[src/hw/rtl/ipv4fp_pkg.sv]
// Package for the IPv4 fragment planner: item types, widths and constants.
package ipv4fp_pkg;

	localparam int unsigned MTU_W     = 14;
	localparam int unsigned HLEN_W    = 6;
	localparam int unsigned WORD_W    = 16;
	localparam int unsigned ADD_W     = 18;
	localparam int unsigned FRAG_LG2  = 6;
	localparam int unsigned CMP_W     = MTU_W + FRAG_LG2;

	localparam logic [MTU_W-1:0]  MTU_RESET      = MTU_W'(1500);
	localparam logic [WORD_W-1:0] MORE_FRAGMENTS = 16'h2000;

	typedef struct packed {
		logic [HLEN_W-1:0] header_length;
		logic [WORD_W-1:0] packet_length;
		logic [WORD_W-1:0] header_rest_sum;
		logic              wan_side;
	} in_item_t;

	typedef struct packed {
		logic              pass_through;
		logic [WORD_W-1:0] payload_offset;
		logic [WORD_W-1:0] payload_length;
		logic [WORD_W-1:0] total_length;
		logic [WORD_W-1:0] fragment_field;
		logic [WORD_W-1:0] header_checksum;
		logic              to_wan_queue;
		logic              last;
	} out_item_t;

endpackage

[src/hw/rtl/ipv4_fragment_planner.sv]
// IPv4 fragment planner: sequencer around one shared adder that plans fragments.
// Flow: an accepted item passes S_PAYLOAD, S_SLICE and S_CHECK; a pass-through result is then
// valid in S_OUT, a fragment after S_LEFT, S_SIZE, S_SUM1, S_SUM2, S_FOLD1 and S_FOLD2, and each
// further fragment runs S_NEXT and S_LEFT to S_FOLD2 once the previous fragment is taken. One item
// at a time: a new item is accepted only when idle, after a drop or once its last result is taken.
// Reset (arst_n low, asynchronous) returns the sequencer to idle and mtu_q to 1500.
module ipv4_fragment_planner import ipv4fp_pkg::*; (
	input  logic             clk,
	input  logic             arst_n,
	input  logic             cfg_valid,
	output logic             cfg_ready,
	input  logic [MTU_W-1:0] cfg_data,
	input  logic             in_valid,
	output logic             in_stall,
	input  in_item_t         in_data,
	output logic             out_valid,
	input  logic             out_stall,
	output out_item_t        out_data
);

	// One-hot sequencer states. Each working state but S_CHECK and S_OUT uses the shared adder once.
	typedef enum logic [11:0] {
		S_IDLE    = 12'b0000_0000_0001,
		S_PAYLOAD = 12'b0000_0000_0010,
		S_SLICE   = 12'b0000_0000_0100,
		S_CHECK   = 12'b0000_0000_1000,
		S_LEFT    = 12'b0000_0001_0000,
		S_SIZE    = 12'b0000_0010_0000,
		S_SUM1    = 12'b0000_0100_0000,
		S_SUM2    = 12'b0000_1000_0000,
		S_FOLD1   = 12'b0001_0000_0000,
		S_FOLD2   = 12'b0010_0000_0000,
		S_OUT     = 12'b0100_0000_0000,
		S_NEXT    = 12'b1000_0000_0000
	} state_t;

	state_t state_q;

	logic [MTU_W-1:0]  mtu_q;

	// Captured packet descriptor.
	logic [HLEN_W-1:0] hlen_q;
	logic [WORD_W-1:0] plen_q;
	logic [WORD_W-1:0] rest_q;
	logic              wan_q;

	// Planning state.
	logic [WORD_W-1:0] payload_q;
	logic [MTU_W-1:0]  slice_q;
	logic [WORD_W-1:0] done_q;
	logic [WORD_W-1:0] left_q;
	logic [WORD_W-1:0] size_q;
	logic              mf_q;
	logic [WORD_W-1:0] tlen_q;
	logic [WORD_W-1:0] frag_q;
	logic [ADD_W-1:0]  sum_q;
	out_item_t         out_q;

	// Shared adder. For a subtraction the top bit of the result is set when a >= b.
	logic [ADD_W-1:0] add_a;
	logic [ADD_W-1:0] add_b;
	logic             add_sub;
	logic [ADD_W:0]   add_y;

	logic              more;
	logic [WORD_W-1:0] size_next;
	logic              fits;
	logic              too_many;

	assign cfg_ready = 1'b1;
	assign in_stall  = (state_q != S_IDLE);
	assign out_valid = (state_q == S_OUT);
	assign out_data  = out_q;

	always_comb begin
		add_a   = '0;
		add_b   = '0;
		add_sub = 1'b0;
		case (state_q)
			S_PAYLOAD: begin
				add_a   = ADD_W'(plen_q);
				add_b   = ADD_W'(hlen_q);
				add_sub = 1'b1;
			end
			S_SLICE: begin
				add_a   = ADD_W'(mtu_q);
				add_b   = ADD_W'(hlen_q);
				add_sub = 1'b1;
			end
			S_LEFT: begin
				add_a   = ADD_W'(payload_q);
				add_b   = ADD_W'(done_q);
				add_sub = 1'b1;
			end
			S_SIZE: begin
				add_a = ADD_W'(hlen_q);
				add_b = ADD_W'(size_next);
			end
			S_SUM1: begin
				add_a = ADD_W'(rest_q);
				add_b = ADD_W'(tlen_q);
			end
			S_SUM2: begin
				add_a = sum_q;
				add_b = ADD_W'(frag_q);
			end
			S_FOLD1: begin
				add_a = ADD_W'(sum_q[WORD_W-1:0]);
				add_b = ADD_W'(sum_q[ADD_W-1:WORD_W]);
			end
			S_FOLD2: begin
				add_a = ADD_W'(sum_q[WORD_W-1:0]);
				add_b = ADD_W'(sum_q[WORD_W]);
			end
			S_NEXT: begin
				add_a = ADD_W'(done_q);
				add_b = ADD_W'(size_q);
			end
			default: begin
				add_a   = '0;
				add_b   = '0;
				add_sub = 1'b0;
			end
		endcase
	end

	assign add_y = {1'b0, add_a} + {1'b0, (add_sub ? ~add_b : add_b)} + (ADD_W+1)'(add_sub);

	// Fragment sizing: a full slice while more than a slice is left, else the remainder.
	assign more      = (left_q > WORD_W'(slice_q));
	assign size_next = more ? WORD_W'(slice_q) : left_q;

	// A packet that fits the link passes through; one that needs more than
	// 64 slices is dropped, checked as payload > slice * 64.
	assign fits     = (plen_q <= WORD_W'(mtu_q));
	assign too_many = (CMP_W'(payload_q) > {slice_q, FRAG_LG2'(0)});

	always_ff @(posedge clk or negedge arst_n) begin
		if (!arst_n) begin
			state_q <= S_IDLE;
			mtu_q   <= MTU_RESET;
		end else begin
			if (cfg_valid && cfg_ready) begin
				mtu_q <= cfg_data;
			end
			case (state_q)
				S_IDLE: begin
					if (in_valid) begin
						state_q <= S_PAYLOAD;
					end
				end
				S_PAYLOAD: state_q <= S_SLICE;
				S_SLICE:   state_q <= S_CHECK;
				S_CHECK: begin
					if (fits) begin
						state_q <= S_OUT;
					end else if (slice_q == '0 || payload_q == '0 || too_many) begin
						state_q <= S_IDLE;
					end else begin
						state_q <= S_LEFT;
					end
				end
				S_LEFT:  state_q <= S_SIZE;
				S_SIZE:  state_q <= S_SUM1;
				S_SUM1:  state_q <= S_SUM2;
				S_SUM2:  state_q <= S_FOLD1;
				S_FOLD1: state_q <= S_FOLD2;
				S_FOLD2: state_q <= S_OUT;
				S_OUT: begin
					if (!out_stall) begin
						state_q <= out_q.last ? S_IDLE : S_NEXT;
					end
				end
				S_NEXT:  state_q <= S_LEFT;
				default: state_q <= S_IDLE;
			endcase
		end
	end

	// Datapath registers carry no reset.
	always_ff @(posedge clk) begin
		case (state_q)
			S_IDLE: begin
				if (in_valid) begin
					hlen_q <= in_data.header_length;
					plen_q <= in_data.packet_length;
					rest_q <= in_data.header_rest_sum;
					wan_q  <= in_data.wan_side;
					done_q <= '0;
				end
			end
			S_PAYLOAD: begin
				// Payload is zero when the packet is no longer than its header.
				payload_q <= add_y[ADD_W] ? add_y[WORD_W-1:0] : '0;
			end
			S_SLICE: begin
				// Slice rounds down to a multiple of eight; zero when the MTU
				// does not exceed the header length.
				slice_q <= (add_y[ADD_W] ? add_y[MTU_W-1:0] : '0) & ~MTU_W'(7);
			end
			S_CHECK: begin
				out_q.pass_through    <= 1'b1;
				out_q.payload_offset  <= '0;
				out_q.payload_length  <= payload_q;
				out_q.total_length    <= plen_q;
				out_q.fragment_field  <= '0;
				out_q.header_checksum <= '0;
				out_q.to_wan_queue    <= wan_q;
				out_q.last            <= 1'b1;
			end
			S_LEFT: begin
				left_q <= add_y[WORD_W-1:0];
			end
			S_SIZE: begin
				size_q <= size_next;
				mf_q   <= more;
				tlen_q <= add_y[WORD_W-1:0];
				frag_q <= (more ? MORE_FRAGMENTS : '0) | WORD_W'(done_q[WORD_W-1:3]);
			end
			S_SUM1, S_SUM2, S_FOLD1: begin
				sum_q <= add_y[ADD_W-1:0];
			end
			S_FOLD2: begin
				out_q.pass_through    <= 1'b0;
				out_q.payload_offset  <= done_q;
				out_q.payload_length  <= size_q;
				out_q.total_length    <= tlen_q;
				out_q.fragment_field  <= frag_q;
				out_q.header_checksum <= ~add_y[WORD_W-1:0];
				out_q.to_wan_queue    <= wan_q;
				out_q.last            <= !mf_q;
			end
			S_NEXT: begin
				done_q <= add_y[WORD_W-1:0];
			end
			default: begin
			end
		endcase
	end

endmodule
[config.mk]
export PLATFORM = sky130hd
export DESIGN_NAME = ipv4_fragment_planner
export DESIGN_NICKNAME = d
export VERILOG_FILES = /design/src/hw/rtl/ipv4fp_pkg.sv /design/src/hw/rtl/ipv4_fragment_planner.sv
export SDC_FILE = /design/constraint.sdc
export NUM_CORES = 1
export LEC_CHECK = 0
export ABC_AREA = 0
export BUFFER_PORTS_ARGS = -buffer_cell sky130_fd_sc_hd__buf_2
export CAP_MARGIN = 0
export CORE_MARGIN = 5
export CORE_UTILIZATION = 59
export DETAILED_ROUTE_END_ITERATION = 12
export PLACE_DENSITY_LB_ADDON = 0.05
export SLEW_MARGIN = 5
export SYNTH_ARGS = -nofsm -noshare
export SYNTH_HDL_FRONTEND = slang
export SYNTH_SLANG_ARGS = --single-unit
export TNS_END_PERCENT = 5
[constraint.sdc]
create_clock -name clk -period 8.85 [get_ports clk]
set_input_delay 0.4425 -clock clk [delete_from_list [all_inputs] [get_ports clk]]
set_output_delay 0.4425 -clock clk [all_outputs]
set_load 0.005 [all_outputs]
==> results.json, run 1 <==
{
  "slew_viol_final": 0,
  "period_minus_slack_ps": 5950,
  "vias": 8821,
  "hold_viol": 0,
  "cts_root_buf": "clkbuf_16",
  "drt_first_pass_iters": 7,
  "postSynthCellCount": 994,
  "hold-path-endpoint": "plen_q[3]",
  "num_antenna_cells": 0,
  "routed_wl_mm": 33.9,
  "ys_types": 66,
  "hold_start": "in_data[20]",
  "drc": 0,
  "r2r-end": "slice_q[12]",
  "syn_to_final_growth_pct": 15.5,
  "yosysTopAreaCell": "edfxtp_1",
  "htree_num_levels": 1,
  "async_flop_share_pct": 9.67,
  "required_ps": 9120,
  "synth_edf_count": 243,
  "clk_latency_ps": 540,
  "synth-main-ff-cell": "edfxtp_1",
  "post_cts_resized": 0,
  "yosys.area.top_type_share_pct": 58.7,
  "drv_cap": 0,
  "avgSynthCellArea_um2": 12.5,
  "clock_skew_ps": 11.5,
  "grt_pass1_vias": 8426,
  "die_w_um": 155,
  "hold_path_class": "in2reg",
  "hpwlAfterDp_mm": 23.8,
  "ys_seq_elements": 269,
  "cts.sinks": 269,
  "outcome": "finished, final reports clean",
  "finalSetupTns_ps": 0,
  "post-route-period-util_pct": 67.2,
  "final_nets": 1242,
  "crit_arrival_ps": 6220,
  "grt_max_degree": 82,
  "r2r-start": "state_q[0]",
  "setup_viol_count_final": 0,
  "clockBufferDepth": 3,
  "synth_seq_area_share_pct": 64.0,
  "cts_tree": "yes",
  "grt_pass1_wl_mm": 50.7,
  "overflow": 0,
  "placed_area_um2": 13400,
  "path_max_fanout": 16,
  "ir_drop_v": 0.000175,
  "dp_slack_ps": 3070,
  "drive_gt1_share_pct": 20.2,
  "yosys-top-cells-area": "edfxtp_1, ha_1, nand2_1",
  "ant_nets": 0,
  "p_per_area_nw_per_um2": 248,
  "p_leak_nw": 5.65,
  "ios": 144,
  "clock.fmax_mhz": 168,
  "end_kind": "register",
  "reg2reg_depth": 16,
  "antenna_found_initial": 0,
  "netlist_area_um2": 12400,
  "grt.total_usage_pct": 27.7,
  "die_h_um": 155,
  "setup.worst_path.class": "reg2reg",
  "clk_pin_slew_ps": 60,
  "reg2reg_setup_slack_ps": 2900,
  "coreArea_um2": 20900,
  "tightestPinTransition_ps": 1220,
  "setup_slack_ps": 2900,
  "vias_per_cell": 6.16,
  "drtIter0Drc": 942,
  "slew_headroom_pct": 18.2,
  "port-buffer-count": 140,
  "dieArea_um2": 24100,
  "rsz0062_at_grt": "no",
  "worstSetupStartpointType": "register",
  "cts_buffers": 28,
  "post_drt_wl_per_cell_um": 23.7,
  "place_congestion": 0.929,
  "rows": 53,
  "yosysWarnings": 0,
  "min_delay_path_depth": 1,
  "start_util_pct": 59.5,
  "fin_area_um2": 14400
}
worst max-delay path, stage by stage (launching register included):
cell and delay (ps):
dfstp_2 570, or4_1 410, nor2_1 220, and3_1 510
nor4_1 1100, mux2i_1 320, fa_1 510, a21o_1 170
a21oi_1 230, o21bai_1 130, a21o_1 210, a21oi_1 200
o21a_1 240, o211ai_1 190, a311oi_1 260, buf_4 290
nor2_1 120
cell usage after synthesis, drive strengths merged, types with 13 or more instances:
cell type / number
nand2: 138
dfrtp: 18
ha: 49
edfxtp: 243
o21a: 13
o21ai: 31
inv: 50
a21oi: 28
a221oi: 13
a22oi: 36
nor2: 79
clkbuf: 36
nand3: 24
and2: 33
logic make-up (layout without fill, tap and decap cells):
family	count (synthesis)	after routing	share of synthesized area, %
AND/OR/NAND/NOR	357	357	13.9
flip-flops	269	269	64.0
AO/OA/AOI/OAI	178	178	10.4
buffers and inverters	95	254	3.08
adder cells (fa/ha/maj)	50	50	5.09
multiplexers	24	24	2.05
XOR/XNOR	19	19	1.40
other	2	5	0.0604
where the power goes:
part	switching [mW]	total [mW]	internal, mW	leakage [nW]
clock network	0.491	1.18	0.689	0.452
logic	0.477	0.709	0.232	2.70
registers	0.0986	1.67	1.58	2.50
per-stage QoR:
| stage | util, % | total power [mW] | std cells | hold WS (ps) |
|---|---|---|---|---|
| after global routing | 68.8 | 3.71 | 1431 | 63.2 |
| after floorplan | - | 2.12 | 997 | 147 |
| final | 68.8 | 3.56 | 1431 | 75.5 |
| after global placement | 64.3 | 2.39 | 1378 | 410 |
| after CTS | 68.8 | 3.57 | 1431 | 62.5 |
| after detailed placement | 64.3 | 2.39 | 1378 | 407 |
placed cells by master, fill, tap and decap left out, drive strengths merged, types with 3 or more instances in the layout:
| cell type | netlist | final |
|---|---|---|
| dfrtp | 18 | 18 |
| o21ai | 31 | 31 |
| nand2b | 3 | 3 |
| o21a | 13 | 13 |
| nand3 | 24 | 24 |
| ha | 49 | 49 |
| inv | 50 | 51 |
| a221oi | 13 | 13 |
| nor2 | 79 | 79 |
| buf | 9 | 151 |
| a31o | 3 | 3 |
| a22oi | 36 | 36 |
| clkbuf | 36 | 33 |
| or4 | 5 | 5 |
| xnor2 | 11 | 11 |
| a222oi | 9 | 9 |
| and3 | 10 | 10 |
| nand3b | 5 | 5 |
| a21oi | 28 | 28 |
| a22o | 5 | 5 |
| and4b | 6 | 6 |
| and2 | 33 | 33 |
| dfstp | 8 | 8 |
| nor4 | 10 | 10 |
| mux2i | 12 | 12 |
| nand4 | 11 | 11 |
| clkinvlp | 0 | 3 |
| mux2 | 12 | 12 |
| bufinv | 0 | 3 |
| nor2b | 7 | 7 |
| conb | 2 | 5 |
| edfxtp | 243 | 243 |
| a21o | 12 | 12 |
| nand2 | 138 | 138 |
| clkinv | 0 | 12 |
| a221o | 10 | 10 |
| nor3 | 12 | 12 |
| or3 | 3 | 3 |
| xor2 | 8 | 8 |
layer usage:
metal / vias to the layer above / share of wire, % / wire length [µm] / global-route usage (%)
met4: 0 / 1.8 / 617 / 5.67
met3: 47 / 12 / 4150 / 6.54
met1: 4265 / 43 / 14400 / 42.6
li1: 3988 / - / - / -
met5: - / 0 / 0 / 0
met2: 521 / 43 / 14700 / 41.0
repair_timing:
item	CTS	global route
setup buffers	0	0
endpoints found under the hold margin	18	0
hold buffers	1	0
worst max-delay path by stage:
stage	slack (ps)	startpoint	end
floorplan	2570	state_q[8]	payload_q[10]
global route	2630	state_q[0]	slice_q[5]
detailed placement	3070	state_q[0]	slice_q[12]
finish	2900	state_q[0]	slice_q[12]
CTS	3030	state_q[0]	payload_q[12]
global placement	3000	state_q[0]	slice_q[13]
registers in the layout, indices dropped and copies added, names as in the netlist, 6 cells and up:
register,cells
done_q,16
frag_q,13
hlen_q,6
left_q,16
mtu_q,14
out_data,81
payload_q,16
plen_q,16
rest_q,16
size_q,16
slice_q,11
state_q,12
sum_q,18
tlen_q,16
layout make-up:
type | count | area, µm²
Tap cell | 275 | 344
Timing Repair Buffer | 152 | 793
Inverter | 50 | 188
Sequential cell | 269 | 7960
Multi-Input combinational cell | 633 | 4150
Fill cell | 1534 | 6530
Clock buffer | 33 | 741
Clock inverter | 19 | 190
Power figures use the tool's default switching activity.
==> run 2: changes to the inputs <==
CORE_UTILIZATION = 53   (was 59)
clock period = 4.9 ns   (was 8.85 ns; I/O delays follow)
==> run 2 against run 1 <==
Clock power is 97% higher. Non-clock buffer count grew 131. Largest power group unchanged. Fmax grew 24%. Clock skew is 3.0 ps higher. Hold slack better by 7.8 ps. Final cell count increased by 13%. Global-route usage decreased by 1.2 points. Setup slack got worse by 2800 ps. Clock-buffer cell count increased by 15. Critical path depth up 3. Sequential share of layout area is 5.1 points lower.
==> results.json, run 2 (synthesis gave the netlist of run 1 again) <==
{
  "slew_headroom_pct": 30.6,
  "path_max_fanout": 9,
  "place_inst": 1495,
  "cts_tree": "yes",
  "p_per_area_nw_per_um2": 436,
  "period_minus_slack_ps": 4790,
  "largest_reg_flops": 81,
  "hpwlAfterDp_mm": 25.6,
  "swShare_pct": 29.1,
  "end_kind": "register",
  "slew_viol_final": 0,
  "hold_viol": 0,
  "ios": 144,
  "utilization_pct": 68.0,
  "outcome": "finished, final reports clean",
  "grt.total_usage_pct": 26.5,
  "clkPwrFrac_pct": 33.7,
  "required_ps": 5180,
  "ant_nets": 0,
  "clock.fmax_mhz": 209,
  "ir_drop_v": 0.000362,
  "reg2reg_setup_slack_ps": 110,
  "grt_max_degree": 66,
  "rows": 56,
  "fin_area_um2": 15800,
  "layout_commonest_cell": "edfxtp_1",
  "routed_wl_mm": 35.7,
  "combPwrFrac_pct": 22.6,
  "r2r-end": "sum_q[17]",
  "r2r-start": "slice_q[3]",
  "worstSetupStartpointType": "register",
  "vias": 9093,
  "post_drt_wl_per_cell_um": 22.1,
  "cts.sinks": 269,
  "clk_latency_ps": 550,
  "hold_path_class": "in2reg",
  "cts_buffers": 30,
  "cts_root_buf": "clkbuf_16",
  "fill_cells": 1741,
  "drt_first_pass_iters": 6,
  "die_w_um": 163,
  "overflow": 0,
  "p_leak_nw": 6.35,
  "start_util_pct": 53.5,
  "grt_pass1_wl_mm": 53.4,
  "switchingPower_mw": 2.01,
  "antenna_found_initial": 0,
  "drv_cap": 0,
  "fin_cells": 1610,
  "syn_to_final_growth_pct": 27.2,
  "vias_per_cell": 5.65,
  "drtIter0Drc": 1002,
  "place_congestion": 0.958,
  "num_antenna_cells": 0,
  "dieArea_um2": 26600,
  "pwr-share-seq_pct": 43.7,
  "fin_total_pwr_mw": 6.89,
  "final_nets": 1375,
  "tightestPinTransition_ps": 1040,
  "port-buffer-count": 140,
  "p_int_mw": 4.89,
  "setup.worst_path.class": "reg2reg",
  "critPathLaunch": "slice_q[3]",
  "placed_area_um2": 14100,
  "rsz0062_at_grt": "yes",
  "clock_skew_ps": 14.6,
  "setup_viol_count_final": 0,
  "drc": 0,
  "htree_num_levels": 1,
  "hold_ws_ps": 83.3,
  "reg2reg_depth": 19,
  "clk_pin_slew_ps": 60,
  "die_h_um": 163,
  "post-route-period-util_pct": 97.8,
  "clockBufferDepth": 3,
  "crit_end": "sum_q[17]",
  "crit_arrival_ps": 5070,
  "drive_gt1_share_pct": 26.3,
  "final_cell_mix": "edfxtp_1, buf_2, nand2_1",
  "grt_pass1_vias": 8974,
  "coreArea_um2": 23300
}
-- run 2: power groups by stage --
stage	combinational, mW	clock [mW]	sequential [mW]
floorplan	0.845	0	2.98
global placement	1.46	0	3.05
detailed placement	1.46	0	3.05
CTS	1.51	2.36	3.01
global route	1.69	2.45	3.03
finish	1.56	2.32	3.01
-- run 2: final cells by class --
| class | instances | area, µm² | share of cell area, % |
|---|---|---|---|
| sequential | 269 | 7960 | 50.3 |
| multi-input combinational | 633 | 4280 | 27.0 |
| timing repair buffer | 283 | 1960 | 12.4 |
| clock buffer | 48 | 921 | 5.82 |
| tap | 319 | 399 | 2.52 |
| inverter | 50 | 188 | 1.19 |
| clock inverter | 8 | 119 | 0.751 |
-- run 2: metrics by stage --
stage               setup slack, ps  TNS, ps
floorplan                      7.09        0
global placement              -72.1    -1360
detailed placement             -162    -3340
CTS                            5.21        0
global route                  -52.5    -1090
finish                          110        0
-- run 2: repair_timing --
action,CTS,global route
cloned,1,0
gates resized for setup,4,24
hold buffers,55,0
pin swaps,1,12
setup endpoints to repair,30,55
hold endpoints to repair,74,0
setup buffers,1,2
-- run 2: metal layers --
layer	vias to the layer above	track usage, %	wire length (µm)
met2	437	39.9	15500
met4	0	4.19	421
met1	4364	40.9	15800
met5	-	0	0
met3	34	5.60	3940
li1	4258	-	-
-- run 2: worst max-delay path: stages, from the launching register on --
cell and delay, ps:
edfxtp_1 400, ha_1 290, or4b_4 450, or4_4 460, o311ai_4 90, nand2_1 80
buf_4 190, buf_4 180, mux2_2 280, a221oi_1 320, mux2i_1 180, ha_1 330
o21a_1 120, o211ai_1 130, nor3_2 200, a211oi_4 100, a21oi_2 230, buf_4 150
mux2i_1 200, o2111ai_1 120
-- run 2: how the worst min path moves through the flow --
| stage | startpoint | to | slack (ps) | cells after the start |
|---|---|---|---|---|
| 6_report | in_valid | state_q[1] | 80 | 3 |
| 5_1_grt | in_valid | state_q[1] | 90 | 3 |
| 4_1_cts | in_valid | state_q[1] | 70 | 3 |
| 3_3_place_gp | arst_n | mtu_q[12] | 300 | 1 |
| 2_1_floorplan | arst_n | mtu_q[0] | -50 | 0 |
| 3_5_place_dp | arst_n | mtu_q[12] | 300 | 1 |
